$ cat config.mk
export PLATFORM = sky130hd
export DESIGN_NAME = top_k_exposure_tracker
export DESIGN_NICKNAME = d
export VERILOG_FILES = /design/src/rtl/core/tke_pkg.sv /design/src/rtl/core/tke_exposure.sv /design/src/rtl/core/tke_mem.sv /design/src/rtl/core/top_k_exposure_tracker.sv
export SDC_FILE = /design/constraint.sdc
export NUM_CORES = 1
export LEC_CHECK = 0
export BUFFER_PORTS_ARGS = -buffer_cell sky130_fd_sc_hd__buf_2
export CORE_AREA = 3 3 214 257
export DETAILED_ROUTE_END_ITERATION = 10
export DIE_AREA = 0 0 217 260
export PLACE_DENSITY = 0.64
export SYNTH_ARGS = -nofsm -noshare
export SYNTH_HDL_FRONTEND = slang
export SYNTH_SLANG_ARGS = --single-unit
$ cat constraint.sdc
create_clock -name clk_i -period 6.4 [get_ports clk_i]
set_clock_uncertainty 0.2 [all_clocks]
set_input_delay 0.32 -clock clk_i [delete_from_list [all_inputs] [get_ports clk_i]]
set_output_delay 0.32 -clock clk_i [all_outputs]
set_load 0.01 [all_outputs]
$ cat src/rtl/core/tke_pkg.sv
// shared types and constants for the top-k exposure tracker
// no dependencies
package tke_pkg;

  localparam int unsigned TableSlotsDef = 8;
  localparam int unsigned TimeW         = 16;
  localparam int unsigned IdW           = 16;
  localparam int unsigned SlotW         = 3;
  localparam int unsigned CfgIdxW       = 2;

  typedef enum logic [CfgIdxW-1:0] {
    CfgUseBle    = 2'd0,
    CfgUseWindow = 2'd1,
    CfgUseUwb    = 2'd2
  } cfg_idx_e;

  typedef enum logic [0:0] {
    CmdOffer  = 1'b0,
    CmdFinish = 1'b1
  } cmd_e;

  typedef enum logic [2:0] {
    StIdle,
    StOffer,
    StScan,
    StScanEnd,
    StRdReq,
    StRdWait
  } state_e;

  typedef struct packed {
    logic             command;
    logic [IdW-1:0]   encounter_id;
    logic [TimeW-1:0] ble_first;
    logic [TimeW-1:0] ble_last;
    logic [TimeW-1:0] window_first;
    logic [TimeW-1:0] window_last;
    logic [TimeW-1:0] uwb_first;
    logic [TimeW-1:0] uwb_last;
  } tke_in_t;

  typedef struct packed {
    logic [SlotW-1:0] slot;
    logic [IdW-1:0]   held_id;
    logic [TimeW-1:0] exposure;
    logic             valid_res;
    logic             final_res;
  } tke_out_t;

  typedef struct packed {
    logic use_ble;
    logic use_ble_window;
    logic use_uwb;
  } tke_cfg_t;

  typedef struct packed {
    logic [IdW-1:0]   id;
    logic [TimeW-1:0] exposure;
  } tke_entry_t;

endpackage

$ cat src/rtl/core/tke_exposure.sv
// exposure of one offered word: largest enabled last minus first, modulo 2^16
// depends on tke_pkg
module tke_exposure (
  input  tke_pkg::tke_in_t          word_i,
  input  tke_pkg::tke_cfg_t         cfg_i,
  output logic [tke_pkg::TimeW-1:0] exposure_o
);
  import tke_pkg::*;

  logic [TimeW-1:0] span_ble;
  logic [TimeW-1:0] span_window;
  logic [TimeW-1:0] span_uwb;
  logic [TimeW-1:0] best_a;

  assign span_ble    = cfg_i.use_ble ? TimeW'(word_i.ble_last - word_i.ble_first) : '0;
  assign span_window = cfg_i.use_ble_window ?
                       TimeW'(word_i.window_last - word_i.window_first) : '0;
  assign span_uwb    = cfg_i.use_uwb ? TimeW'(word_i.uwb_last - word_i.uwb_first) : '0;

  assign best_a     = (span_window > span_ble) ? span_window : span_ble;
  assign exposure_o = (span_uwb > best_a) ? span_uwb : best_a;

endmodule

$ cat src/rtl/core/tke_mem.sv
// slot table memory: one write port, one read port, registered read data
// depends on tke_pkg
module tke_mem #(
  parameter  int unsigned Depth = tke_pkg::TableSlotsDef,
  localparam int unsigned AddrW = (Depth > 1) ? $clog2(Depth) : 1
) (
  input  logic                clk_i,
  input  logic                we_i,
  input  logic [AddrW-1:0]    waddr_i,
  input  tke_pkg::tke_entry_t wdata_i,
  input  logic                re_i,
  input  logic [AddrW-1:0]    raddr_i,
  output tke_pkg::tke_entry_t rdata_o
);
  import tke_pkg::*;

  tke_entry_t mem_q [Depth];
  tke_entry_t rdata_q;

  always_ff @(posedge clk_i) begin
    if (we_i) begin
      mem_q[waddr_i] <= wdata_i;
    end
  end

  always_ff @(posedge clk_i) begin
    if (re_i) begin
      rdata_q <= mem_q[raddr_i];
    end
  end

  assign rdata_o = rdata_q;

endmodule

$ cat src/rtl/core/top_k_exposure_tracker.sv
// top-k exposure tracker: keeps the TableSlots longest encounters in a slot memory
// offer: fills the next free slot, is ignored when full and no longer than the minimum, or on
// replace overwrites the min slot and rescans (one slot per cycle from the single memory read port)
// finish: reads every slot through one read port, then clears the table
// reset: table empty, min slot 0, use_ble 1, use_ble_window 0, use_uwb 1
module top_k_exposure_tracker #(
  parameter int unsigned TableSlots = tke_pkg::TableSlotsDef
) (
  input  logic                          clk_i,
  input  logic                          rst_ni,
  input  logic                          in_valid_i,
  output logic                          in_ready_o,
  input  tke_pkg::tke_in_t              in_data_i,
  output logic                          out_valid_o,
  input  logic                          out_ready_i,
  output tke_pkg::tke_out_t             out_data_o,
  input  logic                          cfg_we_i,
  input  logic [tke_pkg::CfgIdxW-1:0]   cfg_addr_i,
  input  logic [0:0]                    cfg_wdata_i
);
  import tke_pkg::*;

  localparam int unsigned IdxW = (TableSlots > 1) ? $clog2(TableSlots) : 1;
  localparam int unsigned CntW = $clog2(TableSlots + 1);
  localparam logic [IdxW-1:0] LastIdx = IdxW'(TableSlots - 1);
  localparam logic [CntW-1:0] FullCnt = CntW'(TableSlots);

  state_e                  state_q, state_d;
  logic [IdxW-1:0]         idx_q, idx_d;
  logic                    pend_q, pend_d;
  logic [IdxW-1:0]         pidx_q, pidx_d;
  logic [CntW-1:0]         fill_q, fill_d;
  logic [IdxW-1:0]         min_slot_q, min_slot_d;
  logic [TimeW-1:0]        min_exp_q, min_exp_d;
  logic [TableSlots-1:0]   vld_q, vld_d;
  tke_cfg_t                cfg_q;
  logic [IdW-1:0]          id_q;
  logic [TimeW-1:0]        exp_q;
  logic [TimeW-1:0]        exp_calc;
  logic                    out_valid_q, out_valid_d;
  tke_out_t                out_q;
  logic                    out_load;
  tke_out_t                out_word;
  logic                    in_fire;

  logic                    mem_we;
  logic [IdxW-1:0]         mem_waddr;
  tke_entry_t              mem_wdata;
  logic                    mem_re;
  logic [IdxW-1:0]         mem_raddr;
  tke_entry_t              mem_rdata;

  logic [4:0]              slot_ext;
  logic                    rd_vld;

  tke_exposure u_exposure (
    .word_i     (in_data_i),
    .cfg_i      (cfg_q),
    .exposure_o (exp_calc)
  );

  tke_mem #(
    .Depth (TableSlots)
  ) u_mem (
    .clk_i   (clk_i),
    .we_i    (mem_we),
    .waddr_i (mem_waddr),
    .wdata_i (mem_wdata),
    .re_i    (mem_re),
    .raddr_i (mem_raddr),
    .rdata_o (mem_rdata)
  );

  assign in_ready_o = (state_q == StIdle);
  assign in_fire    = in_valid_i && in_ready_o;

  // readout word
  assign slot_ext = 5'(idx_q);
  assign rd_vld   = vld_q[idx_q];
  always_comb begin
    out_word.slot      = slot_ext[SlotW-1:0];
    out_word.held_id   = rd_vld ? mem_rdata.id : '0;
    out_word.exposure  = rd_vld ? mem_rdata.exposure : '0;
    out_word.valid_res = rd_vld && (mem_rdata.exposure != '0);
    out_word.final_res = (idx_q == LastIdx);
  end

  always_comb begin
    state_d    = state_q;
    idx_d      = idx_q;
    pend_d     = 1'b0;
    pidx_d     = pidx_q;
    fill_d     = fill_q;
    min_slot_d = min_slot_q;
    min_exp_d  = min_exp_q;
    vld_d      = vld_q;
    out_load   = 1'b0;
    mem_we     = 1'b0;
    mem_waddr  = min_slot_q;
    mem_wdata  = '{id: id_q, exposure: exp_q};
    mem_re     = 1'b0;
    mem_raddr  = idx_q;

    // rescan compare on the word read last cycle
    if (pend_q && (mem_rdata.exposure < min_exp_q)) begin
      min_slot_d = pidx_q;
      min_exp_d  = mem_rdata.exposure;
    end

    case (state_q)
      StIdle: begin
        if (in_fire) begin
          idx_d   = '0;
          state_d = (in_data_i.command == CmdFinish) ? StRdReq : StOffer;
        end
      end
      StOffer: begin
        if (fill_q < FullCnt) begin
          mem_we    = 1'b1;
          mem_waddr = fill_q[IdxW-1:0];
          vld_d[fill_q[IdxW-1:0]] = 1'b1;
          fill_d    = CntW'(fill_q + 1'b1);
          if ((fill_q == '0) || (min_exp_q > exp_q)) begin
            min_slot_d = fill_q[IdxW-1:0];
            min_exp_d  = exp_q;
          end
          state_d = StIdle;
        end else if (exp_q > min_exp_q) begin
          mem_we    = 1'b1;
          mem_waddr = min_slot_q;
          min_exp_d = exp_q;
          idx_d     = '0;
          state_d   = StScan;
        end else begin
          state_d = StIdle;
        end
      end
      StScan: begin
        mem_re = 1'b1;
        pend_d = 1'b1;
        pidx_d = idx_q;
        if (idx_q == LastIdx) begin
          state_d = StScanEnd;
        end else begin
          idx_d = IdxW'(idx_q + 1'b1);
        end
      end
      StScanEnd: begin
        state_d = StIdle;
      end
      StRdReq: begin
        mem_re  = 1'b1;
        state_d = StRdWait;
      end
      StRdWait: begin
        if (!out_valid_q || out_ready_i) begin
          out_load = 1'b1;
          if (idx_q == LastIdx) begin
            vld_d      = '0;
            fill_d     = '0;
            min_slot_d = '0;
            min_exp_d  = '0;
            state_d    = StIdle;
          end else begin
            idx_d   = IdxW'(idx_q + 1'b1);
            state_d = StRdReq;
          end
        end
      end
      default: begin
        state_d = StIdle;
      end
    endcase
  end

  always_comb begin
    if (out_load) begin
      out_valid_d = 1'b1;
    end else if (out_ready_i) begin
      out_valid_d = 1'b0;
    end else begin
      out_valid_d = out_valid_q;
    end
  end

  always_ff @(posedge clk_i or negedge rst_ni) begin
    if (!rst_ni) begin
      state_q     <= StIdle;
      idx_q       <= '0;
      pend_q      <= 1'b0;
      pidx_q      <= '0;
      fill_q      <= '0;
      min_slot_q  <= '0;
      min_exp_q   <= '0;
      vld_q       <= '0;
      out_valid_q <= 1'b0;
    end else begin
      state_q     <= state_d;
      idx_q       <= idx_d;
      pend_q      <= pend_d;
      pidx_q      <= pidx_d;
      fill_q      <= fill_d;
      min_slot_q  <= min_slot_d;
      min_exp_q   <= min_exp_d;
      vld_q       <= vld_d;
      out_valid_q <= out_valid_d;
    end
  end

  always_ff @(posedge clk_i or negedge rst_ni) begin
    if (!rst_ni) begin
      cfg_q <= '{use_ble: 1'b1, use_ble_window: 1'b0, use_uwb: 1'b1};
    end else if (cfg_we_i) begin
      case (cfg_addr_i)
        CfgUseBle:    cfg_q.use_ble        <= cfg_wdata_i[0];
        CfgUseWindow: cfg_q.use_ble_window <= cfg_wdata_i[0];
        CfgUseUwb:    cfg_q.use_uwb        <= cfg_wdata_i[0];
        default: ;
      endcase
    end
  end

  always_ff @(posedge clk_i) begin
    if (in_fire) begin
      id_q  <= in_data_i.encounter_id;
      exp_q <= exp_calc;
    end
    if (out_load) begin
      out_q <= out_word;
    end
  end

  assign out_valid_o = out_valid_q;
  assign out_data_o  = out_q;

endmodule
* Yosys cells after proc, flatten, opt, wreduce, memory -nomap -nowiden
Memory sizes are Yosys's and may differ from the RTL's. A register that Yosys moved wholly into a read port is not among the register bits. Cells that the tools add are included.
Cells by class: add/subtract/negate cells 5, multipliers 0, divide/modulo/power cells 0, order comparisons 9, eq/ne operators 14, shift operators 0, multiplexer cells 57, bitwise logic cells 1, reductions and logical operators 21
Operator list (count):
- 16-bit 2-to-1 mux | 11
- 16-bit > comparator | 4
- 3-bit 2-to-1 mux | 17
- 16-bit subtractor | 3
- 16-bit case mux with 2 select lines | 1
- 8-bit 2-to-1 mux | 3
- 16-bit < comparator | 1
- 8-bit case mux with 2 select lines | 1
- 16-bit nonzero test | 1
- 3-bit case mux with 5 select lines | 1
- 1-bit 2-to-1 mux | 13
- 4-bit 2-to-1 mux | 3
- 2-bit != test (second input constant) | 6
- 3-bit case mux with 4 select lines | 1
- 3-bit equality test (second input constant) | 3
- 3-bit by 4-bit < comparator with 1-bit output (second input constant) | 2
- 8-bit OR | 1
- 4-bit case mux with 2 select lines | 1
- 3-bit case mux with 2 select lines | 1
- 2-bit AND reduction | 3
- 5-bit AND reduction | 1
- 4-bit by 1-bit adder with 4-bit output (second input constant) | 1
- 1-bit logical AND | 4
- 4-bit zero test | 1
- 20 further kinds | 23
Word-level totals: flip-flop bits (word level) 114, bits in latches 0, RAM bits 256, bits in read-only memories 0, input bits 121, output and inout port bits 39, word-level logic and storage cells 127, memories 1
Memories:
- u_mem.mem_q | words 8, bits a word 32, read ports 1, clocked after Yosys merged registers in 1, wr ports 1, RTL line tke_mem.sv:17 | tke_entry_t mem_q [Depth];

* Depth between registers and ports, before layout
word-level depth 7, gate-level depth with buffers 31, depth with buffers taken out 28

* Modules after synthesis
From an unflattened synthesis, not the netlist that was laid out.
Unflattened totals: cell total of the unflattened synthesis 1355, area total of the unflattened synthesis 19899.1 sq um
Modules (own cells, without submodules):
- tke_mem | times used 1, cells each 415, area each 10786.6 sq um, sequential area each 8648.3 sq um
- top_k_exposure_tracker | times used 1, cells each 407, area each 5375.2 sq um, sequential area each 3200.6 sq um
- tke_exposure | times used 1, cells each 533, area each 3737.3 sq um, sequential area each 0.0 sq um

* Worst setup path before layout
OpenSTA, ideal clock, no wires.
path type input -> register, from input in_data_i[32] in the netlist's numbering, to register exp_q[10], data pin, library setup time 0.265 ns, data arrival time 5.546 ns, data required time 5.935 ns, setup slack 0.389 ns, stages on the path 31, buffers on the path 3, cell sequence inv_1 -> ha_1 -> inv_1 -> fa_1 -> a21oi_1 -> and4b_1 -> or3_1 -> a31o_1 -> a211oi_1 -> nor2_1 -> and2_1 -> ha_1 -> nand4_1 -> nor4_1 -> or3_1 -> a21oi_1 -> or2_1 -> buf_2 -> buf_2 -> nor2_1 -> a21oi_1 -> ha_1 -> nor2b_1 -> o21ai_0 -> nand2b_1 -> a21oi_1 -> nor3_1 -> o31ai_1 -> a31oi_2 -> buf_2 -> mux2i_1
Between the ends: word-level cells in the longest chain between the ends 6
Ends and longest elaborated chain:
- from (decl) | RTL line top_k_exposure_tracker.sv:13 | input tke_pkg::tke_in_t in_data_i,
- 16-bit subtractor * | RTL line tke_exposure.sv:17 | TimeW'(word_i.window_last - word_i.window_first) : '0;
- 16-bit 2-to-1 mux * | RTL line tke_exposure.sv:16 | assign span_window = cfg_i.use_ble_window ?
- 16-bit > comparator | RTL line tke_exposure.sv:20 | assign best_a = (span_window > span_ble) ? span_window : span_ble;
- 16-bit 2-to-1 mux * | RTL line tke_exposure.sv:20
- 16-bit > comparator | RTL line tke_exposure.sv:21 | assign exposure_o = (span_uwb > best_a) ? span_uwb : best_a;
- 16-bit 2-to-1 mux * | RTL line tke_exposure.sv:21
- named net exp_calc[10] | RTL line top_k_exposure_tracker.sv:39 | logic [TimeW-1:0] exp_calc;
- to (signal assigned) | RTL line top_k_exposure_tracker.sv:226 | exp_q <= exp_calc;
- to (decl) | RTL line top_k_exposure_tracker.sv:38 | logic [TimeW-1:0] exp_q;
Mark *: on every way through the listed nets, which the timed path passes. The rest lies on a longest branch. A chain may end at the register's enable or synchronous reset.

* Worst setup path after layout
from input in_data_i[32] in the netlist's numbering, to register exp_q[12], data pin
The elaborated chain is that of the path after synthesis.

==> qor.yml <==
die:
  core.rowCount: 92
  start_util: 0.368
  io_pins: 160
  die-area_sq_mm: 0.0564
  die_width_microns: 217
  die_height_microns: 260
  coreArea_sq_mm: 0.0527
synth:
  yosys-top-cells-area: "edfxtp_1 55%, mux4_2 7.7%, ha_1 7.2%"
  synth_ff_type: "edfxtp_1"
  synth_seq_area_share: 0.611
  synth_top_cell_area_share: 0.552
  synth_area_sq_mm: 0.0194
  synth-edff-count: 357
  syn_inst: 1413
  syn_avg_cell_area_sq_um: 13.7
  synth_most_common_cell: "edfxtp_1"
  yosys.area.top_type: "edfxtp_1"
  syn-num-nets: 1649
  synth_warnings: 0
  ys_async_sr_fraction: 0.112
  synthTopCellsByCount: "357 x edfxtp_1, 165 x nand2_1, 112 x ha_1"
  synth-seq-cells: 402
  synth_cell_types: 70
cells_and_area:
  multi_input_area_sq_mm: 0.00704
  final_cells: 2355
  drive_gt1_frac: 0.208
  area_delta_synth_final_pct: 17.3
  seq_area_sq_mm: 0.0119
  fill_cells: 4863
  finalNetCount: 1853
grt:
  track_usage: 0.160
  grt_use_met1: 0.203
  grt_util_met2: 0.286
  antenna_found_initial: 0
  grt_max_degree: 63
  grt_pass1_wl_mm: 71.1
  overflow: 0
  gr-max-usage-layer: "met2"
  grt_pass1_vias: 12675
  use_met3: 0.0215
sta:
  timing.fmax_mhz: 173
  slew_viol_final: 0
  fin_crit_ps: 5780
  maxSlewHeadroom: 0.182
  setup_tns_ps: 0
  hold_viol: 0
  setup_viol: 0
  fin_crit_sh: 0.904
  tightest_slew_ps: 1220
  rsz0062_at_grt: "no"
cts:
  cts_buffer_depth: 3
  h-tree-depth: 2
  cts_tree: "built"
  cts_buffers: 41
  clock-sinks: 402
  clockRootBuffer: "clkbuf_16"
  clk_pin_slew_ps: 60
  insertion_delay_ps: 540
run:
  max-cap-violations: 0
power:
  leakage_uw: 0.00872
  vdd_drop_max_mv: 0.211
  p_per_area_mw_per_mm2: 411
worst_hold_path:
  holdCritPathClass: "primary input to register"
place:
  io_buffers: 159
  hpwlAfterDp_mm: 29.9
  post-place-cells: 2254
  gp_congestion: 0.959
routing:
  drt_iter0_markers: 611
  vias: 11985
  antenna_left: 0
  drc: 0
  vias_per_cell: 5.09
  drt_first_pass_iters: 5
  wl_per_cell_microns: 19.1
  wl_mm: 45.1
setup_path:
  cp-start-kind: "primary input"
  path_common_cell: "a21oi_1"
  r2r_slack_ps: 1240
  arrival_ps: 5850
  criticalPathCategory: "primary input to register"
  critPathMaxStageDelay_ps: 420
  slowest_stage: "or3_1"
  required_ps: 6470
  crit_path_max_fanout: 9
  endpoint_kind: "register"
status:
  status: "finished, final reports clean"
==> kinds of logic (layout without fill, tap and decap cells) <==
| family | after synthesis | after routing | share of synthesized area |
|---|---|---|---|
| flip-flops | 402 | 402 | 0.611 |
| XOR/XNOR | 33 | 33 | 0.0149 |
| AO/OA/AOI/OAI | 224 | 224 | 0.0768 |
| AND/OR/NAND/NOR | 385 | 385 | 0.0930 |
| adder cells (fa/ha/maj) | 115 | 115 | 0.0753 |
| multiplexers | 111 | 111 | 0.100 |
| buffers and inverters | 143 | 379 | 0.0293 |
| other | 0 | 1 | 0 |
==> per-stage QoR <==
stage | worst slack, ps | hold slack (ps) | utilization | area (sq um) | total power [uW]
2_1_floorplan | 389 | -176 | - | 19400 | 5960
3_3_place_gp | 194 | 276 | 0.400 | 21100 | 6870
3_5_place_dp | 97.6 | 288 | 0.400 | 21100 | 6940
4_1_cts | 680 | 22.5 | 0.432 | 22800 | 9460
5_1_grt | 88.5 | 98.1 | 0.432 | 22800 | 9930
6_report | 618 | 42.7 | 0.432 | 22800 | 9350
==> power by group <==
part / total, uW / leakage [uW] / switching [uW] / internal [uW]
logic: 2880 / 0.00425 / 1620 / 1270
registers: 4000 / 0.00378 / 435 / 3560
clock network: 2470 / 0.000682 / 991 / 1480
total: 9350 / 0.00872 / 3040 / 6310
==> area by class of cell <==
| cell class | count | area share |
|---|---|---|
| antenna | 1 | 0.000110 |
| clock buffer | 49 | 0.0483 |
| clock inverter | 26 | 0.0131 |
| inverter | 97 | 0.0160 |
| multi-input combinational | 868 | 0.309 |
| sequential | 402 | 0.521 |
| tap | 705 | 0.0388 |
| timing repair buffer | 207 | 0.0536 |
==> metal layers <==
layer | share of wire | vias up
li1 | - | 5704
met1 | 0.42 | 5889
met2 | 0.51 | 314
met3 | 0.045 | 78
met4 | 0.027 | 0
met5 | 0 | -
==> worst max-delay path: cells and delay by family <==
kind	cells	cell delay (ps)
buf+inv	4	440
fa+ha+maj	4	1120
simple gates	12	2070
compound gates	9	1750
mux	1	130
==> timing repair <==
action | CTS | global route
setup buffers | 0 | 0
gates resized for setup | 0 | 0
endpoints found under the hold margin | 65 | 0
hold buffers | 25 | 0
==> worst paths after layout <==
check                               from         end  cells after the start
setup / recovery           in_data_i[32]   exp_q[12]                     30
hold / removal                in_valid_i  state_q[2]                      3
setup reg to reg                cfg_q[1]   exp_q[12]                     22
hold reg to reg                 vld_q[2]    vld_q[2]                      2
max in group asynchronous         rst_ni    idx_q[0]                      3
min in group asynchronous         rst_ni    vld_q[0]                      3
==> placed cells by master (no fill, tap or decap), drive strengths merged, types with 6 or more instances in the layout <==
cell type,netlist,routed
buf,24,182
nand2,165,165
clkinv,1,16
o21ai,45,45
xor2,11,11
dfrtp,43,43
and2,10,10
clkbuf,22,49
a21oi,59,59
xnor2,22,22
a31oi,15,15
edfxtp,357,357
ha,112,112
nand2b,12,12
nand4,11,11
or3,7,7
mux2i,38,38
mux2,7,7
nor4,6,6
nor2b,51,51
and3,7,7
nor3,18,18
o31ai,7,7
a21o,24,24
inv,96,100
nand3,15,15
mux4,66,66
bufinv,0,6
o21a,12,12
dlygate4sd3,0,25
nor2,70,70
a211oi,11,11
o2bb2ai,16,16
==> registers in the layout (all words and copies together) (netlist names), 4 cells and up <==
register and cells:
id_q 16, fill_q 4, out_data_o 37, exp_q 16, u_mem.mem_q 256, vld_q 8, u_mem.rdata_o 32, min_exp_q 16
(Power assumes the default switching activity.)
